===== src/sv/i2da_pkg.sv =====
// ----------------------------------------------------------------------------
// i2da_pkg
// Shared constants and controller/datapath interface types for the 32-bit
// signed integer to decimal ASCII converter.
// ----------------------------------------------------------------------------
package i2da_pkg;

  localparam int unsigned ValueWidth   = 32;
  localparam int unsigned NumDigits    = 10;
  localparam int unsigned BitsPerCycle = 4;
  localparam int unsigned ConvCycles   = ValueWidth / BitsPerCycle;
  localparam int unsigned CntWidth     = $clog2(ConvCycles);
  localparam int unsigned IdxWidth     = $clog2(NumDigits);

  localparam logic [7:0] AsciiZero  = 8'd48;
  localparam logic [7:0] AsciiMinus = 8'd45;

  typedef logic [3:0] digit_t;

  // Commands from the controller to the datapath.
  typedef struct packed {
    logic load;        // capture a new value and clear the digits
    logic shift;       // advance the binary-to-BCD conversion
    logic count;       // find the number of significant digits
    logic emit_sign;   // put out the minus sign
    logic emit_digit;  // put out the current digit and step down
  } cmd_t;

  // Status from the datapath to the controller.
  typedef struct packed {
    logic negative;    // the captured value is below zero
    logic last_digit;  // the digit pointer stands on the units digit
  } sts_t;

endpackage


===== src/sv/i2da_ctrl.sv =====
// ----------------------------------------------------------------------------
// i2da_ctrl
// Sequencer for the converter: conversion, digit count, sign and digit output.
// ----------------------------------------------------------------------------
module i2da_ctrl (
  input  logic          clk_i,
  input  logic          rst_ni,
  input  logic          start_i,
  input  i2da_pkg::sts_t sts_i,
  output i2da_pkg::cmd_t cmd_o,
  output logic          busy_o
);
  import i2da_pkg::*;

  typedef enum logic [2:0] {
    StIdle,
    StConv,
    StCount,
    StSign,
    StDigits
  } state_e;

  state_e              state_q, state_d;
  logic [CntWidth-1:0] cnt_q, cnt_d;

  always_comb begin
    state_d = state_q;
    cnt_d   = cnt_q;
    cmd_o   = '0;
    case (state_q)
      StIdle: begin
        if (start_i) begin
          cmd_o.load = 1'b1;
          cnt_d      = '0;
          state_d    = StConv;
        end
      end
      StConv: begin
        cmd_o.shift = 1'b1;
        cnt_d       = cnt_q + 1'b1;
        if (cnt_q == CntWidth'(ConvCycles - 1)) begin
          state_d = StCount;
        end
      end
      StCount: begin
        cmd_o.count = 1'b1;
        state_d     = sts_i.negative ? StSign : StDigits;
      end
      StSign: begin
        cmd_o.emit_sign = 1'b1;
        state_d         = StDigits;
      end
      StDigits: begin
        cmd_o.emit_digit = 1'b1;
        if (sts_i.last_digit) begin
          state_d = StIdle;
        end
      end
      default: begin
        state_d = StIdle;
      end
    endcase
  end

  always_ff @(posedge clk_i or negedge rst_ni) begin
    if (!rst_ni) begin
      state_q <= StIdle;
      cnt_q   <= '0;
    end else begin
      state_q <= state_d;
      cnt_q   <= cnt_d;
    end
  end

  assign busy_o = (state_q != StIdle);

endmodule


===== src/sv/i2da_dpath.sv =====
// ----------------------------------------------------------------------------
// i2da_dpath
// Magnitude register, BCD digit registers with a four-bit-per-cycle
// shift-and-add-three converter, digit pointer and output registers.
// ----------------------------------------------------------------------------
module i2da_dpath (
  input  logic                              clk_i,
  input  logic                              rst_ni,
  input  logic signed [i2da_pkg::ValueWidth-1:0] value_i,
  input  i2da_pkg::cmd_t                    cmd_i,
  output i2da_pkg::sts_t                    sts_o,
  output logic                              strobe_o,
  output logic [7:0]                        character_o,
  output logic                              is_last_o,
  output logic [3:0]                        char_count_o
);
  import i2da_pkg::*;

  logic [ValueWidth-1:0] mag_q, mag_d;
  digit_t                digit_q [NumDigits];
  digit_t                digit_d [NumDigits];
  logic                  neg_q;
  logic [IdxWidth-1:0]   idx_q;
  logic [3:0]            total_q;
  logic [3:0]            ndig;
  logic                  strobe_q;
  logic [7:0]            char_q;
  logic                  last_q;
  logic [3:0]            count_q;
  logic [ValueWidth-1:0] load_mag;

  // Two's-complement magnitude; the most negative value maps to 2^31 exactly.
  assign load_mag = value_i[ValueWidth-1] ? (~value_i + 1'b1) : value_i;

  // Four shift-and-add-three steps per cycle.
  always_comb begin
    digit_t                tmp [NumDigits];
    logic [ValueWidth-1:0] m;
    m = mag_q;
    for (int i = 0; i < NumDigits; i++) begin
      tmp[i] = digit_q[i];
    end
    for (int b = 0; b < BitsPerCycle; b++) begin
      for (int i = 0; i < NumDigits; i++) begin
        if (tmp[i] >= 4'd5) begin
          tmp[i] = tmp[i] + 4'd3;
        end
      end
      for (int i = NumDigits - 1; i > 0; i--) begin
        tmp[i] = {tmp[i][2:0], tmp[i-1][3]};
      end
      tmp[0] = {tmp[0][2:0], m[ValueWidth-1]};
      m      = {m[ValueWidth-2:0], 1'b0};
    end
    for (int i = 0; i < NumDigits; i++) begin
      digit_d[i] = tmp[i];
    end
    mag_d = m;
  end

  // Number of significant digits, at least one.
  always_comb begin
    ndig = 4'd1;
    for (int i = 0; i < NumDigits; i++) begin
      if (digit_q[i] != 4'd0) begin
        ndig = 4'(i + 1);
      end
    end
  end

  always_ff @(posedge clk_i) begin
    if (cmd_i.load) begin
      mag_q <= load_mag;
      neg_q <= value_i[ValueWidth-1];
      for (int i = 0; i < NumDigits; i++) begin
        digit_q[i] <= '0;
      end
    end else if (cmd_i.shift) begin
      mag_q <= mag_d;
      for (int i = 0; i < NumDigits; i++) begin
        digit_q[i] <= digit_d[i];
      end
    end
    if (cmd_i.count) begin
      idx_q   <= IdxWidth'(ndig - 4'd1);
      total_q <= ndig + {3'd0, neg_q};
    end else if (cmd_i.emit_digit) begin
      idx_q <= idx_q - 1'b1;
    end
  end

  // The last flag and the count are cleared in cycles without a character.
  always_ff @(posedge clk_i or negedge rst_ni) begin
    if (!rst_ni) begin
      strobe_q <= 1'b0;
      char_q   <= '0;
      last_q   <= 1'b0;
      count_q  <= '0;
    end else begin
      strobe_q <= cmd_i.emit_sign | cmd_i.emit_digit;
      if (cmd_i.emit_sign) begin
        char_q  <= AsciiMinus;
        last_q  <= 1'b0;
        count_q <= '0;
      end else if (cmd_i.emit_digit) begin
        char_q  <= AsciiZero + {4'd0, digit_q[idx_q]};
        last_q  <= (idx_q == '0);
        count_q <= (idx_q == '0) ? total_q : 4'd0;
      end else begin
        last_q  <= 1'b0;
        count_q <= '0;
      end
    end
  end

  assign sts_o.negative   = neg_q;
  assign sts_o.last_digit = (idx_q == '0);
  assign strobe_o         = strobe_q;
  assign character_o      = char_q;
  assign is_last_o        = last_q;
  assign char_count_o     = count_q;

endmodule


===== src/sv/int32_to_decimal_ascii_top.sv =====
// ----------------------------------------------------------------------------
// int32_to_decimal_ascii_top
// Converts a signed 32-bit integer into its decimal ASCII text, one byte at a
// time, most significant digit first.
// ----------------------------------------------------------------------------
// Usage: drive value_i and raise start_i while busy_o is low; the word is
// taken at that clock edge. busy_o then stays high until the last character
// has been issued. Each output character is valid on character_o for exactly
// one cycle, marked by strobe_o. A negative value is led by a minus sign.
// is_last_o flags the final character of the run, and on that character
// char_count_o gives the run length (1 to 11); otherwise it reads zero.
// Sequence: after acceptance the conversion unit handles four input bits per
// cycle in a shift-and-add-three BCD converter, then finds the leading
// digit. Characters then leave at one per cycle through the output
// registers, and the next word can be taken in the cycle that the last
// character is shown. Reset returns the controller to idle and drops
// strobe_o; nothing is kept between words. The receiver cannot stall the
// output.
// ----------------------------------------------------------------------------
module int32_to_decimal_ascii_top (
  input  logic                                  clk_i,
  input  logic                                  rst_ni,
  input  logic                                  start_i,
  output logic                                  busy_o,
  input  logic signed [i2da_pkg::ValueWidth-1:0] value_i,
  output logic                                  strobe_o,
  output logic [7:0]                            character_o,
  output logic                                  is_last_o,
  output logic [3:0]                            char_count_o
);
  import i2da_pkg::*;

  cmd_t cmd;
  sts_t sts;

  // The controller sequences conversion, digit counting and output.
  i2da_ctrl u_ctrl (
    .clk_i   (clk_i),
    .rst_ni  (rst_ni),
    .start_i (start_i),
    .sts_i   (sts),
    .cmd_o   (cmd),
    .busy_o  (busy_o)
  );

  // The datapath holds the magnitude, the BCD digits and the output registers.
  i2da_dpath u_dpath (
    .clk_i        (clk_i),
    .rst_ni       (rst_ni),
    .value_i      (value_i),
    .cmd_i        (cmd),
    .sts_o        (sts),
    .strobe_o     (strobe_o),
    .character_o  (character_o),
    .is_last_o    (is_last_o),
    .char_count_o (char_count_o)
  );

`ifndef NO_ASSERTIONS
  // The last-character flag only appears together with a character.
  assert property (@(posedge clk_i) disable iff (!rst_ni) is_last_o |-> strobe_o)
    else $error("is_last_o without strobe_o");

  // A run of characters is contiguous until its last character.
  assert property (@(posedge clk_i) disable iff (!rst_ni)
    (strobe_o && !is_last_o) |=> strobe_o)
    else $error("character run broken before its last character");

  // The final character reports a length from one to eleven.
  assert property (@(posedge clk_i) disable iff (!rst_ni)
    is_last_o |-> (char_count_o >= 4'd1 && char_count_o <= 4'd11))
    else $error("character count out of range");

  // No character leaves in the cycle after a word is accepted.
  assert property (@(posedge clk_i) disable iff (!rst_ni)
    (start_i && !busy_o) |=> !strobe_o)
    else $error("character issued right after acceptance");
`endif

endmodule


===== config.mk =====
export PLATFORM = sky130hd
export DESIGN_NAME = int32_to_decimal_ascii_top
export DESIGN_NICKNAME = d
export VERILOG_FILES = /design/src/sv/i2da_pkg.sv /design/src/sv/i2da_ctrl.sv /design/src/sv/i2da_dpath.sv /design/src/sv/int32_to_decimal_ascii_top.sv
export SDC_FILE = /design/constraint.sdc
export NUM_CORES = 1
export LEC_CHECK = 0
export CAP_MARGIN = 20
export CORE_MARGIN = 2
export CORE_UTILIZATION = 60
export DETAILED_ROUTE_END_ITERATION = 8
export DONT_BUFFER_PORTS = 1
export GPL_TIMING_DRIVEN = 0
export MAX_ROUTING_LAYER = met4
export PLACE_DENSITY_LB_ADDON = 0.1
export SLEW_MARGIN = 20
export SYNTH_ARGS = -nofsm -noshare
export SYNTH_HDL_FRONTEND = slang
export SYNTH_HIERARCHICAL = 1
export SYNTH_SLANG_ARGS = --single-unit

===== constraint.sdc =====
create_clock -name clk_i -period 6.07 [get_ports clk_i]
set_input_delay 1.5175 -clock clk_i [delete_from_list [all_inputs] [get_ports clk_i]]
set_output_delay 1.5175 -clock clk_i [all_outputs]
set_load 0.02 [all_outputs]

==> summary.md, run 1 <==
| Metric | Value |
|---|---|
| Sequential area share after synthesis | between 20% and 30% |
| FMAX | about 0.23 GHz |
| Gr usage total | ~28% |
| Die Y | 135 µm |
| Slew @ Worst Pin | 892 ps |
| Fillers | roughly 1500 |
| Drt pass-1 iters | 5 |
| Count leader, synth | nor2_1 |
| Layout cells sized above 1 | around a tenth |
| Post-synthesis mux area share | under 10% |
| Drt total wl | ~25000 µm |
| Xor and xnor area share after synthesis | roughly 4.4% |
| Final estimated routing congestion in global placement | between 0.8 and 0.9 |
| Average size of a mapped cell | about 8.5 µm² |
| Hold Crit Class | reg -> reg |
| Setup TNS | 0 ps |
| IO buf count | 0 |
| Post-synth top area share | between 20% and 30% |
| Final core occ | between 60% and 70% |
| # hold bufs at CTS | 0 |
| Slowest cell on crit path | edfxtp_1 |
| Ports | 50 |
| CP cell instances | inv_1 -> ha_1 -> nand2b_1 -> a21oi_1 -> mux2_2 -> or3_1 -> and2_0 -> clkbuf_1 -> ha_1 -> maj3_1 -> a221o_1 -> mux2i_1 -> a21oi_1 -> xor2_1 -> nor2_1 |
| Post-Synthesis Cells | around 1200 |
| Total grt overflow | 0 |
| DRT iter0 DRCs | between 700 and 800 |
| DR WL met3 | about 1200 µm |
| PostCTS Resize Cnt | 0 |
| Synth Cell Area | about 10000 µm² |
| Final period utilization | a little under three quarters |
| Core ar. | 16700 µm² |
| Main synth FF type | edfxtp_1 |
| Fin crit period | 4370 ps |
| Depth of the CTS H-tree | 3 |
| Synth Area in Adders | around 5.7% |
| Nets | around 1300 |
| Crit. End Element | register |
| Post-route insts no fill | roughly 1500 |
| Diode count | 0 |
| DP Cell Count | around 1400 |
| Row cnt | 47 |
| Unrepaired setup endpoints after global routing | no |
| Main combinational cell family by area after synthesis | compound AO/OA/AOI/OAI gates |
| Largest area contributor in the netlist | edfxtp_1 |
| CP delay by family, top | adder cells |
| DR WL met2 | around 12000 µm |
| Most frequent cells after synthesis | 110 x nor2_1, 109 x nand2_1, 102 x a21oi_1 |
| Skew final | about 10 ps |
| Vias per cell | 6.39 |
| Synth Area in Compound Gates | a little over a quarter |
| Post-synth ARST share | 17.5% |
| Final Hold Vio Count | 0 |
| Post-synth EDFFs | 81 |
| Slew headroom | 40.5% |
| Final WS setup | 1700 ps |
| Number of global-route vias before repair | 8456 |
| Initial Utilization | about three fifths |
| CTS Buf Count | 9 |
| Crit Path Category | reg -> reg |
| Worst path required time | slightly above 6000 ps |
| Antenna violations before repair | 0 |
| Die area | between 15000 and 20000 µm² |
| Final Max Slew Viols | 0 |
| Root Driver | clkbuf_16 |
| WL met1 | around 11000 µm |
| First-pass GRT wire length | between 40000 and 50000 µm |
| Syn. warnings | 6 |
| Synth area leaders | edfxtp_1 24%, ha_1 5.0%, a21oi_1 4.9%, dfrtp_1 4.4%, nor2_1 4.0% |
| Synth-to-layout area growth | 5.91% |
| Yosys cell types | ~120 |
| Clock Latency Late Sink | around 360 ps |
| Worst path bufs/invs | 2 |
| Setup Fix Bufs, Post-CTS | 0 |
| Clock transition at path regs | around 80 ps |
| CTS sink cnt | 103 |
| Largest net degree at the start of global routing | 42 |
| ANT nets after route | 0 |
| Maximum Capacitance Violations | 0 |
| Die Wd | around 140 µm |
| # DRC | 0 |
| Synth Area in Simple Gates | approximately 22% |
| Highest routed metal layer | met4 |
| CTS Buffer Depth | 2 |
| Startpoint Class | register |
| Setup violators final | 0 |
| Flops & latches, synth | roughly 100 |
| Via count | ~9300 |
| CP Max Fanout | 8 |
| WL per Instance | 17.0 µm |
| CP arrival | 4460 ps |
| CP max stage delay | between 400 and 500 ps |
| CTS tree | built |
| Hpwl dp | 18500 µm |
| Status | completed |
| Worst slack, placed | about 1700 ps |
## sequential cells by signal, summed over array words and instances, names as in the netlist, named ones only
| signal | count |
|---|---|
| u_ctrl/state_q | 3 |
| u_dpath/idx_q | 4 |
| u_dpath/total_q | 4 |
| u_dpath/character_o | 6 |
| u_ctrl/cnt_q | 3 |
| u_dpath/neg_q | 1 |
| u_dpath/digit_q | 40 |
| u_dpath/char_count_o | 4 |
| u_dpath/is_last_o | 1 |
| u_dpath/mag_q | 32 |
| u_dpath/strobe_o | 1 |
## metal layers
layer  global-route usage [%]  vias up
met5                        -        -
met1                     37.0     4408
met2                     45.0      254
li1                         -     4621
met3                     4.30       42
met4                     7.23        0
## worst paths after layout
check | startpoint | endpoint | slack (ps) | cells after the start
max | u_dpath/digit_q[3][0] | u_dpath/digit_q[5][0] | 1700 | 15
min | u_dpath/total_q[0] | u_dpath/char_count_o[0] | 460 | 1
max reg2reg | u_dpath/digit_q[3][0] | u_dpath/digit_q[5][0] | 1700 | 15
min reg2reg | u_dpath/total_q[0] | u_dpath/char_count_o[0] | 460 | 1
max in group asynchronous | rst_ni | u_ctrl/cnt_q[2] | 5160 | 0
min in group asynchronous | rst_ni | u_dpath/character_o[5] | 840 | 0
## cell usage in the layout, fill, tap and decap left out, drive strengths merged, types with 8 or more instances in the layout
cell type / synthesis / final
a211oi: 23 / 23
a21o: 13 / 13
a21oi: 106 / 106
a221oi: 10 / 10
a311oi: 10 / 10
a31oi: 18 / 18
and2: 25 / 25
buf: 24 / 25
clkbuf: 48 / 57
dfrtp: 18 / 18
edfxtp: 81 / 81
ha: 41 / 41
inv: 40 / 44
maj3: 8 / 8
mux2: 17 / 17
mux2i: 37 / 37
mux4: 8 / 8
nand2: 110 / 110
nand2b: 29 / 29
nand3: 25 / 25
nor2: 111 / 111
nor2b: 17 / 17
nor3: 30 / 30
nor3b: 10 / 10
nor4: 8 / 8
o211ai: 19 / 19
o21a: 13 / 13
o21ai: 81 / 81
o22ai: 9 / 9
o31ai: 18 / 18
or2: 14 / 14
or3: 25 / 25
xnor2: 20 / 20
xor2: 30 / 30
## per-stage QoR
step	cell area [µm²]	hold slack, ps
after floorplan	10300	427
after global placement	10600	430
after detailed placement	10600	448
after CTS	10900	467
after global routing	10900	487
final	10900	462
## worst reg2reg max path: stages, from the launching register on
cell	delay, ps
edfxtp_1	480
inv_1	160
ha_1	290
nand2b_1	110
a21oi_1	260
mux2_2	440
or3_1	450
and2_0	180
clkbuf_1	160
ha_1	230
maj3_1	340
a221o_1	330
mux2i_1	290
a21oi_1	130
xor2_1	190
nor2_1	60
## final cells by class
cell class	count	area (µm²)	share of cell area (%)
Buffer	72	325	2.97
Clock buffer	9	225	2.06
Clock inverter	7	83.8	0.766
Inverter	42	161	1.47
Multi-Input combinational cell	1006	6890	63.0
Sequential cell	103	2960	27.1
Tap cell	220	275	2.51
Timing Repair Buffer	1	20.0	0.183
## kinds of logic (layout without fill, tap and decap cells)
group | after synthesis | after routing
compound gates | 400 | 400
xor+xnor | 50 | 50
fa+ha+maj | 49 | 49
buf+inv | 114 | 131
flops | 103 | 103
mux | 62 | 62
other cells | 1 | 2
simple gates | 443 | 443
Power of run 1 is not shown: default switching activity piles up to over one toggle a cycle in this logic, so the estimate is an artifact.
==> inputs of run 2 (changes only) <==
- clock period: 6.07 -> 4.31 ns (I/O delays scaled with it)
==> run 2 against run 1 <==
Routed wire length is 0.67% higher. Non-clock buffer count is 1 lower. Highest routed layer unchanged. Largest cell class unchanged. Final cell count hardly changed. Worst setup slack worse by 1500 ps. Sequential share of layout area is 0.23 points lower. Register-to-register slack worse by 1500 ps. Design area is 0.87% higher. Clock-buffer cell count stayed put. Fmax is 6.7% higher. Flip-flop and latch count stayed put.
==> summary.md, run 2 (same netlist as run 1, synthesis figures left out) <==
| Metric | Value |
|---|---|
| Depth of the CTS H-tree | 3 (unchanged) |
| Layout cells sized above 1 | 11.3% (+1.3 points) |
| Clock transition at path regs | 80 ps (about the same) |
| Setup violators final | 0 (unchanged) |
| Fin crit period | 4090 ps (-274 ps) |
| Skew final | 9.21 ps (-0.945 ps) |
| Worst Setup SP | u_dpath/digit_q[3][1] |
| Leading cell types in the layout, fill and taps excluded | 110 x nor2_1, 109 x nand2_1, 99 x a21oi_1 |
| Total grt overflow | 0 (unchanged) |
| Setup Fix Bufs, Post-CTS | 0 (unchanged) |
| WL per Instance | 17.1 µm (+0.74%) |
| Final core occ | 66.1% (+0.57 points) |
| Met3 Track Usage GR | 4.30% (unchanged) |
| CTS Buf Count | 9 (unchanged) |
| ANT nets after route | 0 (unchanged) |
| Met1 Resource Use GR | 37.0% (-0.071 points) |
| Nets | 1310 (-0.076%) |
| Slew headroom | 40.5% (-0.055 points) |
| DRT iter0 DRCs | 815 (+10%) |
| Hpwl dp | 18500 µm (unchanged) |
| # DRC | 0 (unchanged) |
| Max reg flops | 40 (unchanged) |
| CTS tree | built |
| First-pass GRT wire length | 40400 µm (about the same) |
| Gr usage total | 27.9% (about the same) |
| Slew @ Worst Pin | 885 ps (-6.74 ps) |
| Met2 Track Usage GR | 45.1% (+0.11 points) |
| Maximum Capacitance Violations | 0 (unchanged) |
| CP arrival | 4180 ps (-280 ps) |
| Setup TNS | 0 ps (unchanged) |
| R2R Path Start | u_dpath/digit_q[3][1] |
| Final Max Slew Viols | 0 (unchanged) |
| Final Hold Vio Count | 0 (unchanged) |
| Core ar. | 16700 µm² (unchanged) |
| Row cnt | 47 (unchanged) |
| Final period utilization | 95.0% (+23 points) |
| Fillers | 1442 (-1.0%) |
| IO buf count | 0 (unchanged) |
| CTS sink cnt | 103 (unchanged) |
| Final estimated routing congestion in global placement | 0.883 (unchanged) |
| CP Max Fanout | 8 (unchanged) |
| CTS Buffer Depth | 2 (unchanged) |
| Status | completed |
| Number of global-route vias before repair | 8460 (+0.047%) |
| FMAX | 0.244 GHz (+6.7%) |
| Most common cell after layout, fill and taps aside | nor2_1 |
| Antenna violations before repair | 0 (unchanged) |
| Startpoint Class | register |
| Ports | 50 (unchanged) |
| Initial Utilization | 61.9% (unchanged) |
| Crit. End Element | register |
| Via count | 9346 (+0.23%) |
| Diode count | 0 (unchanged) |
| Clock Latency Late Sink | 360 ps (about the same) |
| Root Driver | clkbuf_16 |
| Worst path required time | 4400 ps (-1760 ps) |
| Vias per cell | 6.41 (+0.29%) |
| Die Wd | 135 µm (unchanged) |
| Hold Crit Class | in -> async |
| Drt total wl | 25000 µm (+0.67%) |
| Most used routing layer | met2 |
| Register-to-Register Setup Slack | 220 ps (-1490 ps) |
| Crit Path Category | reg -> reg |
| Drt pass-1 iters | 5 (unchanged) |
| Die Y | 135 µm (unchanged) |
| Top reg by flops | u_dpath/digit_q |
| Die area | 18300 µm² (unchanged) |
| Synth-to-layout area growth | 6.83% |
| Largest net degree at the start of global routing | 42 (unchanged) |
-- run 2: cell count changes in the layout (fill, tap and decap cells not counted), sizes merged --
cell | previous run | this run
clkbuf | 57 | 56
-- run 2: final cells by class --
cell class	count	area [µm²]	area share (%)
Tap cell	220	275	2.49
Buffer	71	323	2.92
Sequential cell	103	2960	26.8
Timing Repair Buffer	1	20.0	0.181
Clock inverter	7	83.8	0.759
Clock buffer	9	225	2.04
Multi-Input combinational cell	1006	6990	63.3
Inverter	42	161	1.46
-- run 2: metal layers --
| layer | part of all wire [%] | vias up | routed length (µm) |
|---|---|---|---|
| met5 | 0 | - | 0 |
| met4 | 1.9 | 0 | 476 |
| met3 | 5.0 | 40 | 1250 |
| met2 | 48 | 265 | 11900 |
| met1 | 46 | 4417 | 11400 |
| li1 | - | 4624 | - |
-- run 2: worst max-delay path: stages (launching register included) --
cell      delay, ps
edfxtp_1        420
inv_1           140
ha_1            210
nand2b_1        180
a21oi_2         220
mux2_4          370
or3_4           410
and2_0          160
clkbuf_1        180
ha_1            250
maj3_1          350
a221o_1         370
mux2i_4         200
a21oi_1         110
xor2_1          200
nor2_1           60
-- run 2: what timing repair did --
item / CTS / global route
setup endpoints to repair: 2 / 15
pin swaps: 0 / 0
hold buffers: 0 / 0
resized for setup: 2 / 20
-- run 2: final timing paths --
check | endpoint | cells past startpoint
setup / recovery | u_dpath/digit_q[5][0] | 15
hold / removal | u_dpath/character_o[5] | 0
setup reg to reg | u_dpath/digit_q[5][0] | 15
hold reg to reg | u_dpath/char_count_o[0] | 1
max in group asynchronous | u_ctrl/cnt_q[2] | 0
min in group clk_i | u_dpath/char_count_o[0] | 1
-- run 2: metrics by stage --
| stage | area, µm² | cells | hold slack [ps] | worst slack (ps) |
|---|---|---|---|---|
| final | 11000 | 1459 | 400 | 216 |
| after global placement | 10600 | 1443 | 430 | 49.4 |
| after global routing | 11000 | 1459 | 378 | -6.73 |
| after floorplan | 10300 | 1223 | 427 | 529 |
| after CTS | 11000 | 1460 | 388 | 52.1 |
| after detailed placement | 10600 | 1444 | 448 | 22.0 |
Power of run 2 is left out for the same reason.
==> inputs of run 3 (changes only) <==
- PLACE_DENSITY: not set -> 0.77
- PLACE_DENSITY_LB_ADDON: 0.1 -> not set
==> run 3 against run 2 <==
Via count grew 1.3%. Global-route usage shrank 0.064 points. Sequential share of layout area is essentially flat. Clock skew grew 1.6 ps. Core utilization grew 0.052 points. Worst setup slack lost 64 ps. Flip-flop and latch count is the same. Critical endpoint unchanged.
==> summary.md, run 3 (same netlist as run 1, synthesis figures left out) <==
| Metric | Value |
|---|---|
| Status | completed |
| Register-to-Register Setup Slack | 150 ps (-60 ps) |
| Startpoint Class | register |
| CTS tree | built |
| Die Wd | 135 µm (unchanged) |
| Crit path to | u_dpath/digit_q[5][0] |
| IO buf count | 0 (unchanged) |
| Max reg flops | 40 (unchanged) |
| Hold Crit Class | in -> async |
| Clock Latency Late Sink | 360 ps (about the same) |
| Worst Setup SP | u_dpath/digit_q[3][1] |
| Final estimated routing congestion in global placement | 0.928 (+5.0%) |
| Die Y | 135 µm (unchanged) |
| CTS Buf Count | 9 (unchanged) |
| Leading cell types in the layout, fill and taps excluded | 110 x nor2_1, 109 x nand2_1, 97 x a21oi_1 |
| Maximum Capacitance Violations | 0 (unchanged) |
| Drt total wl | 25100 µm (+0.30%) |
| Synth-to-layout area growth | 6.91% (about the same) |
| Setup TNS | 0 ps (unchanged) |
| CTS Buffer Depth | 2 (unchanged) |
| Fillers | 1414 (-1.9%) |
| Depth of the CTS H-tree | 3 (unchanged) |
| Core ar. | 16700 µm² (unchanged) |
| Worst path required time | 4400 ps (about the same) |
| Crit Path Category | reg -> reg |
| R2R Path Start | u_dpath/digit_q[3][1] |
| Initial Utilization | 61.9% (unchanged) |
| Final Hold Vio Count | 0 (unchanged) |
| Ports | 50 (unchanged) |
| R2R cell count | 15 (unchanged) |
| Final period utilization | 96.5% (+1.5 points) |
| Hpwl dp | 18500 µm (-0.23%) |
| First-pass GRT wire length | 40600 µm (+0.48%) |
| Antenna violations before repair | 0 (unchanged) |
| Top reg by flops | u_dpath/digit_q |
| Most common cell after layout, fill and taps aside | nor2_1 |
| ANT nets after route | 0 (unchanged) |
| Drt pass-1 iters | 6 (+1) |
| Vias per cell | 6.47 (+1.1%) |
| WL per Instance | 17.1 µm (about the same) |
| CP arrival | 4250 ps (+70 ps) |
| Total grt overflow | 0 (unchanged) |
| Clock transition at path regs | 80 ps (about the same) |
| Die area | 18300 µm² (unchanged) |
| # DRC | 0 (unchanged) |
| CP Max Fanout | 8 (unchanged) |
| Via count | 9472 (+1.3%) |
| DRT iter0 DRCs | 806 (-1.1%) |
| Setup violators final | 0 (unchanged) |
| Final Max Slew Viols | 0 (unchanged) |
| Number of global-route vias before repair | 8492 (+0.38%) |
| Skew final | 10.9 ps (+1.64 ps) |
| Largest net degree at the start of global routing | 51 (+21%) |
| Crit. End Element | register |
| Layout cells sized above 1 | 11.3% (-0.036 points) |
| Gr usage total | 27.9% (-0.064 points) |
| Slew headroom | 42.7% (+2.2 points) |
| Fin crit period | 4160 ps (+63.6 ps) |
| FMAX | 0.241 GHz (-1.5%) |
| Diode count | 0 (unchanged) |
| CTS sink cnt | 103 (unchanged) |
| R2R Path End | u_dpath/digit_q[5][0] |
| # hold bufs at CTS | 0 (unchanged) |
| Nets | 1314 (+0.31%) |
| Row cnt | 47 (unchanged) |
| Root Driver | clkbuf_16 |
| Slew @ Worst Pin | 852 ps (-32.8 ps) |
run 3: cell types whose count changed in the layout (fill, tap and decap cells not counted), sizes merged:
cell,before,now
buf,25,29
clkinv,5,3
inv,44,46
run 3: worst min-delay path by stage:
stage	end	slack (ps)	cells past startpoint
2_1_floorplan	u_dpath/char_count_o[0]	430	1
3_3_place_gp	u_dpath/char_count_o[1]	430	1
3_5_place_dp	u_dpath/char_count_o[0]	440	1
4_1_cts	u_dpath/character_o[2]	390	0
5_1_grt	u_ctrl/cnt_q[0]	380	0
6_report	u_dpath/strobe_o	400	0
run 3: what timing repair did:
action / 4_1_cts / 5_1_grt
buffers inserted: 0 / 4
setup endpoints to repair: 0 / 14
resized for setup: 0 / 15
run 3: per-stage QoR:
step | std cells | hold WS [ps] | cell area (µm²) | util, % | worst slack, ps
3_5_place_dp | 1444 | 442 | 10600 | 63.7 | 40.3
2_1_floorplan | 1223 | 427 | 10300 | - | 529
4_1_cts | 1460 | 388 | 10900 | 65.6 | 30.0
6_report | 1463 | 396 | 11100 | 66.2 | 152
3_3_place_gp | 1443 | 430 | 10600 | 63.6 | 70.4
5_1_grt | 1463 | 378 | 11100 | 66.2 | -35.3
run 3: layout make-up:
| type | instances | area (µm²) | share of cell area (%) |
|---|---|---|---|
| Buffer | 71 | 322 | 2.91 |
| Clock buffer | 9 | 225 | 2.04 |
| Clock inverter | 7 | 78.8 | 0.713 |
| Inverter | 42 | 161 | 1.46 |
| Multi-Input combinational cell | 1006 | 6970 | 63.1 |
| Sequential cell | 103 | 2960 | 26.8 |
| Tap cell | 220 | 275 | 2.49 |
| Timing Repair Buffer | 5 | 57.6 | 0.521 |
run 3: worst max-delay path, stage by stage (launching register included):
cell      delay (ps)
edfxtp_1         440
inv_1            150
ha_2             250
nand2b_1         110
a21oi_2          210
mux2_4           370
or3_1            410
and2_0           180
clkbuf_1         170
ha_1             250
maj3_1           350
a221o_1          370
mux2i_4          200
a21oi_1          110
xor2_1           240
nor2_1            70
run 3: layer usage:
layer	track usage [%]	part of all wire, %	up-vias
met5	-	0	-
met4	5.67	1.2	0
met3	4.23	5.1	25
met2	45.8	48	260
met1	36.9	46	4559
li1	-	-	4628
Power of run 3 is left out for the same reason.
